## src/rtl/aps_pkg.sv

```systemverilog
// Package for the ATA PIO sector sequencer: access kinds, completion codes, actions,
// config indices, register selects, command values and the result item type. No dependencies.
package aps_pkg;

    localparam logic [2:0] KIND_NONE = 3'd0;
    localparam logic [2:0] KIND_WR   = 3'd1;
    localparam logic [2:0] KIND_RD   = 3'd2;
    localparam logic [2:0] KIND_RDX  = 3'd3;
    localparam logic [2:0] KIND_SIN  = 3'd4;
    localparam logic [2:0] KIND_SOUT = 3'd5;

    localparam logic [2:0] DONE_RUN     = 3'd0;
    localparam logic [2:0] DONE_OK      = 3'd1;
    localparam logic [2:0] DONE_INVALID = 3'd2;
    localparam logic [2:0] DONE_UNSUP   = 3'd3;
    localparam logic [2:0] DONE_TIMEOUT = 3'd4;
    localparam logic [2:0] DONE_ERROR   = 3'd5;

    localparam logic [1:0] ACT_READ   = 2'd0;
    localparam logic [1:0] ACT_WRITE  = 2'd1;
    localparam logic [1:0] ACT_STATUS = 2'd2;

    localparam logic [1:0] CFG_DEVICE_SECTORS = 2'd0;
    localparam logic [1:0] CFG_DRIVE_SELECT   = 2'd1;
    localparam logic [1:0] CFG_BUSY_LIMIT     = 2'd2;
    localparam logic [1:0] CFG_DRQ_LIMIT      = 2'd3;

    localparam logic [3:0] TF_DATA     = 4'd0;
    localparam logic [3:0] TF_COUNT    = 4'd2;
    localparam logic [3:0] TF_LBA_LOW  = 4'd3;
    localparam logic [3:0] TF_LBA_MID  = 4'd4;
    localparam logic [3:0] TF_LBA_HIGH = 4'd5;
    localparam logic [3:0] TF_DEVSEL   = 4'd6;
    localparam logic [3:0] TF_STATUS   = 4'd7;
    localparam logic [3:0] TF_ALT      = 4'd8;

    localparam logic [7:0] DEV_BASE  = 8'hE0;
    localparam logic [7:0] CMD_READ  = 8'h20;
    localparam logic [7:0] CMD_WRITE = 8'h30;
    localparam logic [7:0] ST_ZERO   = 8'h00;
    localparam logic [7:0] ST_FLOAT  = 8'hFF;

    localparam int MAX_RESULTS = 8;

    typedef struct packed {
        logic [2:0] kind;
        logic [3:0] sel;
        logic [7:0] value;
        logic [2:0] code;
    } res_t;

endpackage

```

## src/rtl/ata_pio_sector_sequencer_unit.sv

```systemverilog
// ATA PIO LBA28 sector sequencer: one input item yields up to seven result items.
// The first result appears in the cycle after the item is accepted; then one result
// per cycle while out_stall is low. The next item is taken in the cycle the last
// result of the previous one leaves; until then in_stall holds new items off.
// Reset: rst_n asynchronous, low; sequencer idle, registers at their reset values.
module ata_pio_sector_sequencer_unit #(
    parameter int CHUNK_MAX = 255
) (
    input  logic        clk,
    input  logic        rst_n,
    input  logic        cfg_valid,
    output logic        cfg_ready,
    input  logic [1:0]  cfg_index,
    input  logic [31:0] cfg_data,
    input  logic        in_valid,
    output logic        in_stall,
    input  logic [1:0]  action,
    input  logic [63:0] start_sector,
    input  logic [31:0] sector_count,
    input  logic [7:0]  status_value,
    output logic        out_valid,
    input  logic        out_stall,
    output logic [2:0]  access_kind,
    output logic [3:0]  reg_select,
    output logic [7:0]  write_value,
    output logic [2:0]  done_code,
    output logic        last
);
    import aps_pkg::*;

    localparam logic [2:0] PH_IDLE     = 3'd0;
    localparam logic [2:0] PH_BUSY_PRE = 3'd1;
    localparam logic [2:0] PH_DRQ      = 3'd2;
    localparam logic [2:0] PH_DRQ_FB   = 3'd3;
    localparam logic [2:0] PH_BUSY_TL  = 3'd4;
    localparam logic [7:0] CHUNK_LIM   = 8'(CHUNK_MAX);

    logic [31:0] dev_sectors_reg;
    logic        drive_sel_reg;
    logic [15:0] busy_limit_reg;
    logic [15:0] drq_limit_reg;

    logic [2:0]  phase_reg, phase_next;
    logic [31:0] lba_reg, lba_next;
    logic [31:0] left_reg, left_next;
    logic [7:0]  csize_reg, csize_next;
    logic [7:0]  cleft_reg, cleft_next;
    logic [15:0] budget_reg, budget_next;
    logic        wmode_reg, wmode_next;

    res_t        buf_reg [MAX_RESULTS];
    res_t        buf_next [MAX_RESULTS];
    logic [3:0]  cnt_reg, cnt_next;
    logic [2:0]  idx_reg;
    logic        busy_reg;

    logic        take, is_last, accept;
    logic        bad, bsy, drq, err;
    logic [64:0] range_end;
    logic [7:0]  sel_base;

    assign cfg_ready = 1'b1;
    assign take      = busy_reg && !out_stall;
    assign is_last   = ({1'b0, idx_reg} == cnt_reg - 4'd1);
    assign in_stall  = busy_reg && !(take && is_last);
    assign accept    = in_valid && !in_stall;

    assign out_valid   = busy_reg;
    assign access_kind = buf_reg[idx_reg].kind;
    assign reg_select  = buf_reg[idx_reg].sel;
    assign write_value = buf_reg[idx_reg].value;
    assign done_code   = buf_reg[idx_reg].code;
    assign last        = is_last;

    assign bad       = (status_value == ST_ZERO) || (status_value == ST_FLOAT);
    assign bsy       = status_value[7];
    assign drq       = status_value[3];
    assign err       = status_value[0];
    assign range_end = {1'b0, start_sector} + {33'd0, sector_count};
    assign sel_base  = DEV_BASE | {3'd0, drive_sel_reg, 4'd0};

    always_comb
    begin
        logic       fin, sm, nof, bc, iss, sd, sbt;
        logic [2:0] fcode;
        logic [3:0] n;

        phase_next  = phase_reg;
        lba_next    = lba_reg;
        left_next   = left_reg;
        csize_next  = csize_reg;
        cleft_next  = cleft_reg;
        budget_next = budget_reg;
        wmode_next  = wmode_reg;
        fin = 1'b0; sm = 1'b0; nof = 1'b0; bc = 1'b0; iss = 1'b0; sd = 1'b0; sbt = 1'b0;
        fcode = DONE_RUN;
        n = 4'd0;
        for (int i = 0; i < MAX_RESULTS; i++)
        begin
            buf_next[i] = '0;
        end

        if ((action == ACT_READ || action == ACT_WRITE) && phase_reg == PH_IDLE)
        begin
            wmode_next = action[0];
            if (sector_count == 32'd0)
            begin
                fin = 1'b1; fcode = DONE_OK;
            end
            else if (range_end > {33'd0, dev_sectors_reg})
            begin
                fin = 1'b1; fcode = DONE_INVALID;
            end
            else if (start_sector[63:28] != 36'd0)
            begin
                fin = 1'b1; fcode = DONE_UNSUP;
            end
            else
            begin
                lba_next  = start_sector[31:0];
                left_next = sector_count;
                bc = 1'b1;
            end
        end
        else if (action == ACT_STATUS)
        begin
            case (phase_reg)
                PH_BUSY_PRE, PH_BUSY_TL:
                begin
                    if (bad)
                    begin
                        fin = 1'b1; fcode = DONE_TIMEOUT;
                    end
                    else if (!bsy)
                    begin
                        if (phase_reg == PH_BUSY_PRE) iss = 1'b1;
                        else nof = 1'b1;
                    end
                    else
                    begin
                        budget_next = budget_reg - 16'd1;
                        if (budget_next == 16'd0)
                        begin
                            fin = 1'b1; fcode = DONE_TIMEOUT;
                        end
                        else
                        begin
                            buf_next[n[2:0]] = '{KIND_RD,
                                (phase_reg == PH_BUSY_PRE && wmode_reg) ? TF_ALT : TF_STATUS,
                                8'd0, DONE_RUN};
                            n = n + 4'd1;
                        end
                    end
                end
                PH_DRQ:
                begin
                    if (bad || err)
                    begin
                        fin = 1'b1; fcode = DONE_ERROR;
                    end
                    else if (!bsy && drq)
                    begin
                        sm = 1'b1;
                    end
                    else
                    begin
                        budget_next = budget_reg - 16'd1;
                        if (budget_next == 16'd0)
                        begin
                            if (wmode_reg)
                            begin
                                fin = 1'b1; fcode = DONE_ERROR;
                            end
                            else
                            begin
                                phase_next = PH_DRQ_FB;
                                buf_next[n[2:0]] = '{KIND_RD, TF_STATUS, 8'd0, DONE_RUN};
                                n = n + 4'd1;
                            end
                        end
                        else
                        begin
                            buf_next[n[2:0]] = '{KIND_RD, wmode_reg ? TF_STATUS : TF_ALT,
                                8'd0, DONE_RUN};
                            n = n + 4'd1;
                        end
                    end
                end
                PH_DRQ_FB:
                begin
                    if (!bsy && drq && !err) sm = 1'b1;
                    else
                    begin
                        fin = 1'b1; fcode = DONE_ERROR;
                    end
                end
                default:
                begin
                end
            endcase
        end

        if (sm)
        begin
            if (wmode_reg)
            begin
                buf_next[n[2:0]] = '{KIND_SOUT, TF_DATA, 8'd0, DONE_RUN};
                n = n + 4'd1;
                buf_next[n[2:0]] = '{KIND_RDX, TF_STATUS, 8'd0, DONE_RUN};
                n = n + 4'd1;
            end
            else
            begin
                buf_next[n[2:0]] = '{KIND_SIN, TF_DATA, 8'd0, DONE_RUN};
                n = n + 4'd1;
            end
            cleft_next = cleft_reg - 8'd1;
            lba_next   = lba_reg + 32'd1;
            left_next  = left_reg - 32'd1;
            if (cleft_next != 8'd0) sd = 1'b1;
            else if (wmode_reg) sbt = 1'b1;
            else nof = 1'b1;
        end

        if (nof)
        begin
            if (left_next == 32'd0)
            begin
                fin = 1'b1; fcode = DONE_OK;
            end
            else bc = 1'b1;
        end

        if (bc)
        begin
            csize_next = (left_next > {24'd0, CHUNK_LIM}) ? CHUNK_LIM : left_next[7:0];
            cleft_next = csize_next;
            buf_next[n[2:0]] = '{KIND_WR, TF_DEVSEL, sel_base, DONE_RUN};
            n = n + 4'd1;
            for (int i = 0; i < 4; i++)
            begin
                buf_next[n[2:0]] = '{KIND_RDX, TF_ALT, 8'd0, DONE_RUN};
                n = n + 4'd1;
            end
            phase_next  = PH_BUSY_PRE;
            budget_next = busy_limit_reg;
            if (busy_limit_reg == 16'd0)
            begin
                fin = 1'b1; fcode = DONE_TIMEOUT;
            end
            else
            begin
                buf_next[n[2:0]] = '{KIND_RD, wmode_next ? TF_ALT : TF_STATUS,
                    8'd0, DONE_RUN};
                n = n + 4'd1;
            end
        end

        if (iss)
        begin
            buf_next[n[2:0]] = '{KIND_WR, TF_DEVSEL, sel_base | {4'd0, lba_reg[27:24]},
                DONE_RUN};
            n = n + 4'd1;
            buf_next[n[2:0]] = '{KIND_WR, TF_COUNT, csize_reg, DONE_RUN};
            n = n + 4'd1;
            buf_next[n[2:0]] = '{KIND_WR, TF_LBA_LOW, lba_reg[7:0], DONE_RUN};
            n = n + 4'd1;
            buf_next[n[2:0]] = '{KIND_WR, TF_LBA_MID, lba_reg[15:8], DONE_RUN};
            n = n + 4'd1;
            buf_next[n[2:0]] = '{KIND_WR, TF_LBA_HIGH, lba_reg[23:16], DONE_RUN};
            n = n + 4'd1;
            buf_next[n[2:0]] = '{KIND_WR, TF_STATUS, wmode_reg ? CMD_WRITE : CMD_READ,
                DONE_RUN};
            n = n + 4'd1;
            sd = 1'b1;
        end

        if (sd)
        begin
            budget_next = drq_limit_reg;
            if (drq_limit_reg == 16'd0)
            begin
                if (wmode_reg)
                begin
                    fin = 1'b1; fcode = DONE_ERROR;
                end
                else
                begin
                    phase_next = PH_DRQ_FB;
                    buf_next[n[2:0]] = '{KIND_RD, TF_STATUS, 8'd0, DONE_RUN};
                    n = n + 4'd1;
                end
            end
            else
            begin
                phase_next = PH_DRQ;
                buf_next[n[2:0]] = '{KIND_RD, wmode_reg ? TF_STATUS : TF_ALT,
                    8'd0, DONE_RUN};
                n = n + 4'd1;
            end
        end

        if (sbt)
        begin
            phase_next  = PH_BUSY_TL;
            budget_next = busy_limit_reg;
            if (busy_limit_reg == 16'd0)
            begin
                fin = 1'b1; fcode = DONE_TIMEOUT;
            end
            else
            begin
                buf_next[n[2:0]] = '{KIND_RD, TF_STATUS, 8'd0, DONE_RUN};
                n = n + 4'd1;
            end
        end

        if (fin)
        begin
            buf_next[n[2:0]] = '{KIND_NONE, TF_DATA, 8'd0, fcode};
            n = n + 4'd1;
            phase_next = PH_IDLE;
        end

        cnt_next = n;
    end

    always_ff @(posedge clk or negedge rst_n)
    begin
        if (!rst_n)
        begin
            dev_sectors_reg <= 32'd0;
            drive_sel_reg   <= 1'b0;
            busy_limit_reg  <= 16'd20000;
            drq_limit_reg   <= 16'd60000;
        end
        else if (cfg_valid && cfg_ready)
        begin
            case (cfg_index)
                CFG_DEVICE_SECTORS: dev_sectors_reg <= cfg_data;
                CFG_DRIVE_SELECT:   drive_sel_reg   <= cfg_data[0];
                CFG_BUSY_LIMIT:     busy_limit_reg  <= cfg_data[15:0];
                CFG_DRQ_LIMIT:      drq_limit_reg   <= cfg_data[15:0];
                default:            drive_sel_reg   <= drive_sel_reg;
            endcase
        end
    end

    always_ff @(posedge clk or negedge rst_n)
    begin
        if (!rst_n)
        begin
            phase_reg  <= PH_IDLE;
            lba_reg    <= 32'd0;
            left_reg   <= 32'd0;
            csize_reg  <= 8'd0;
            cleft_reg  <= 8'd0;
            budget_reg <= 16'd0;
            wmode_reg  <= 1'b0;
            busy_reg   <= 1'b0;
            idx_reg    <= 3'd0;
            cnt_reg    <= 4'd0;
        end
        else if (accept)
        begin
            phase_reg  <= phase_next;
            lba_reg    <= lba_next;
            left_reg   <= left_next;
            csize_reg  <= csize_next;
            cleft_reg  <= cleft_next;
            budget_reg <= budget_next;
            wmode_reg  <= wmode_next;
            busy_reg   <= (cnt_next != 4'd0);
            idx_reg    <= 3'd0;
            cnt_reg    <= cnt_next;
        end
        else if (take)
        begin
            if (is_last) busy_reg <= 1'b0;
            else idx_reg <= idx_reg + 3'd1;
        end
    end

    always_ff @(posedge clk)
    begin
        if (accept)
        begin
            for (int i = 0; i < MAX_RESULTS; i++)
            begin
                buf_reg[i] <= buf_next[i];
            end
        end
    end

endmodule

```

## config.mk

```make
export PLATFORM = sky130hd
export DESIGN_NAME = ata_pio_sector_sequencer_unit
export DESIGN_NICKNAME = d
export VERILOG_FILES = /design/src/rtl/aps_pkg.sv /design/src/rtl/ata_pio_sector_sequencer_unit.sv
export SDC_FILE = /design/constraint.sdc
export NUM_CORES = 1
export LEC_CHECK = 0
export CELL_PAD_IN_SITES_DETAIL_PLACEMENT = 1
export CELL_PAD_IN_SITES_GLOBAL_PLACEMENT = 2
export CORE_ASPECT_RATIO = 1.25
export CORE_MARGIN = 3
export CORE_UTILIZATION = 43
export CTS_CLUSTER_SIZE = 10
export DETAILED_ROUTE_END_ITERATION = 10
export DONT_BUFFER_PORTS = 1
export GPL_ROUTABILITY_DRIVEN = 1
export PLACE_DENSITY_LB_ADDON = 0.1
export SYNTH_ARGS = -nofsm -noshare
export SYNTH_HDL_FRONTEND = slang
export SYNTH_SLANG_ARGS = --single-unit
```

## constraint.sdc

```tcl
create_clock -name clk -period 11.75 [get_ports clk]
set_input_delay 1.7625 -clock clk [delete_from_list [all_inputs] [get_ports clk]]
set_output_delay 1.7625 -clock clk [all_outputs]
set_load 0.05 [all_outputs]
```

==> summary.md <==
| Metric | Value |
|---|---|
| Detail Route Antenna Nets | `0` |
| Cell chosen for the clock root | `clkbuf_16` |
| Proportion of synthesized area in mux cells | `6.13%` |
| Simple-gate share of the synthesized area | `22.2%` |
| Setup repair after global routing missed its margin | `no` |
| Horizontal die dimension | `221 µm` |
| Share of synthesized area occupied by flip-flops and latches | `33.9%` |
| Post-synthesis xor/xnor area fraction | `3.35%` |
| Async S/R FF share, synth | `55.0%` |
| Initial core utilization | `43.8%` |
| F_max | `88.2 MHz` |
| Power per cell area | `172 nW/µm²` |
| Startpoint Class | `primary input` |
| Placed insts | `3613` |
| Number of distinct standard cells referenced by the synthesized netlist | `111` |
| Class of the worst hold path | `reg2reg` |
| Number of antenna violations at the first check in global routing | `10` |
| Clock tree from TritonCTS | `yes` |
| Half-perimeter wire length after detailed placement | `85800 µm` |
| Leakage | `10.3 nW` |
| Most repeated library cell on the critical path | `nor2_1` |
| Max Transition Viols Final | `0` |
| Kind of capture point of the worst setup path | `register` |
| Rel. slew slack | `19.9%` |
| Dominant combinational cell family by area after synthesis | `compound AO/OA/AOI/OAI gates` |
| Worst IR Drop VDD | `0.166 mV` |
| Time the worst path needs with I/O delays and setup | `11.33 ns` |
| Count of buffers from port buffering | `0` |
| Critical-path cell with the highest stage delay | `or4b_2` |
| Worst clock skew on the final layout | `0.0194 ns` |
| Top cell type's share of synthesized area | `16.7%` |
| Clock network latency to the later pin of the worst-skew pair | `0.57 ns` |
| Global-route wire length before repair | `167000 µm` |
| Most instantiated flip-flop cell in the synthesis netlist | `dfrtp_1` |
| Flip-flop and latch count after synthesis | `307` |
| Number of enable flip-flop cells after synthesis | `138` |
| Netlist Area Pre-Place | `24800 µm²` |
| Ratio of routed vias to standard cells | `6.79` |
| Clock transition at the registers of the reported paths | `0.06 ns` |
| Largest net degree at the start of global routing | `170` |
| Number of placement rows | `97` |
| Post-CTS setup repair buffer count | `0` |
| Vertical die dimension | `274 µm` |
| Drt pass-1 iters | `5` |
| Wire length reported by the detailed router | `112000 µm` |
| Post-layout net count | `3153` |
| Final hold viol count | `0` |
| Worst Hold Slack | `0.525 ns` |
| Post-synthesis adder-cell area fraction | `4.88%` |
| Clock buffer count from CTS | `39` |
| Maximum clock path buffer count | `3` |
| Layout Cells excl Fill | `3690` |
| Layout Area Growth over Synthesis | `9.79%` |
| Utilization after layout | `48.1%` |
| Top area cells in the synthesized netlist | `edfxtp_1, dfrtp_1, nand2_1, ha_1, a21oi_1` |
| Count leader, synth | `nand2_1` |
| Core Region | `56600 µm²` |
| Data arrival time at the worst-slack endpoint | `11.69 ns` |
| Global routing usage summed across all routing layers | `36.4%` |
| Setup violations, final | `0` |
| Pin slew with the least headroom to its limit | `1.20 ns` |
| Compound-Gate Fraction of Synth Area | `24.3%` |
| Via count | `25.1k` |
| Max FO, Critical Path | `5` |
| Final period utilization | `96.5%` |
| Number of hold buffers added after cts | `0` |
| Number of gates resized after cts | `0` |
| Overall power consumption | `0.00469 W` |
| Gate count of the mapped netlist | `2941` |
| Total Die Area | `60500 µm²` |
| Initial detailed-routing violation count | `2135` |
| Setup TNS | `0 ns` |
| Clock net sink count | `307` |
| Max H-tree Level | `2` |
| Max-cap viol count | `0` |
| GR Overflow Total | `0` |
| Leading post-synthesis cells by instance count | `nand2_1, nor2_1, a21oi_1, o21ai_0, clkbuf_1` |
| Synth Area per Inst | `8.42 µm²` |
| Classification of the worst setup path | `in2reg` |
| Outcome | `finished, final reports clean` |
| Gpl congestion | `0.966` |
| Number of flip-flops under the largest register name | `138` |
| Worst endpoint required time | `12.11 ns` |
| Dominant cell type by area after synthesis | `edfxtp_1` |
| Number of remaining DRC errors | `0` |
| Vias in the first global route | `25.9k` |
| Ratio of cells with drive above 1 in the final layout | `13.0%` |
| Count of synthesis-stage warnings from yosys | `0` |
| Max incr delay on CP | `0.79 ns` |
| Average wire per standard cell | `30.4 µm` |
| Fill cell total of the finished layout | `6677` |
| Boundary pin count | `167` |
[critical path: cells and delay by family]
family          cells  cell delay, ns
simple gates       20            4.52
compound gates     13            3.13
fa+ha+maj           6            1.65
mux                 1            0.25
buf+inv             3            0.23
xor+xnor            1            0.14
[metrics by stage]
| stage | setup slack (ns) | cell area [µm²] |
|---|---|---|
| 2_1_floorplan | 0.0485 | 24800 |
| 3_3_place_gp | 0.0622 | 25900 |
| 3_5_place_dp | -0.277 | 25900 |
| 4_1_cts | 0.267 | 27100 |
| 5_1_grt | 0.00289 | 27200 |
| 6_report | 0.417 | 27200 |
[path summary, 6_finish.rpt]
kind | slack (ns) | startpoint | cells after the start | endpoint
min in group asynchronous | 0.91 | rst_n | 0 | left_reg[31]$_DFFE_PN0P_
hold reg to reg | 0.53 | cnt_reg[3]$_DFFE_PN0P_ | 2 | cnt_reg[3]$_DFFE_PN0P_
setup / recovery | 0.42 | start_sector[0] | 44 | buf_reg[2][3]$_DFFE_PP_
hold / removal | 0.53 | cnt_reg[3]$_DFFE_PN0P_ | 2 | cnt_reg[3]$_DFFE_PN0P_
max in group asynchronous | 10.19 | rst_n | 0 | idx_reg[0]$_DFFE_PN0P_
setup reg to reg | 2.58 | budget_reg[0]$_DFFE_PN0P_ | 31 | buf_reg[2][3]$_DFFE_PP_
[power breakdown]
part           internal, W  total (W)  switching [W]
Clock             0.000702    0.00121       0.000510
Sequential         0.00138    0.00164       0.000261
Combinational     0.000656    0.00183        0.00118
[logic make-up after synthesis]
kind of cell	after synthesis
compound gates	913
xor+xnor	92
fa+ha+maj	96
buf+inv	315
flops	307
mux	101
other cells	2
simple gates	1115
[layer usage]
layer / track usage, % / share of wire (%) / up-vias
met5: 0 / 0.041 / -
met4: 19.3 / 6.4 / 6
met3: 8.00 / 7.1 / 358
met2: 62.7 / 49 / 1098
met1: 41.9 / 38 / 12567
li1: - / - / 11038
[cell usage in the layout, fill, tap and decap left out, drive strengths merged, types with 18 or more instances in the layout]
master  count
xor2       33
a211oi     51
a31oi      44
ha         95
nor3       96
o22ai      54
o21ai     237
nor4       53
and2       29
a311oi     19
xnor2      59
buf       132
a221oi     25
mux4       34
or3        23
mux2       55
nand3     110
a221o      21
nor2      286
nand2b     18
dfrtp     157
nand4      61
clkbuf     63
nand2     319
inv       106
a21oi     228
and3       31
a22oi      21
o211ai     24
edfxtp    138
[final cells by class]
| cell class | count | area, µm² | area share, % |
|---|---|---|---|
| Tap cell | 742 | 928 | 3.42 |
| Clock buffer | 63 | 1090 | 4.00 |
| Antenna cell | 6 | 15.0 | 0.0552 |
| Timing Repair Buffer | 132 | 1030 | 3.78 |
| Inverter | 104 | 398 | 1.46 |
| Sequential cell | 307 | 8390 | 30.9 |
| Multi-Input combinational cell | 2328 | 15200 | 55.9 |
| Clock inverter | 8 | 136 | 0.502 |
(Power assumes the default switching activity.)
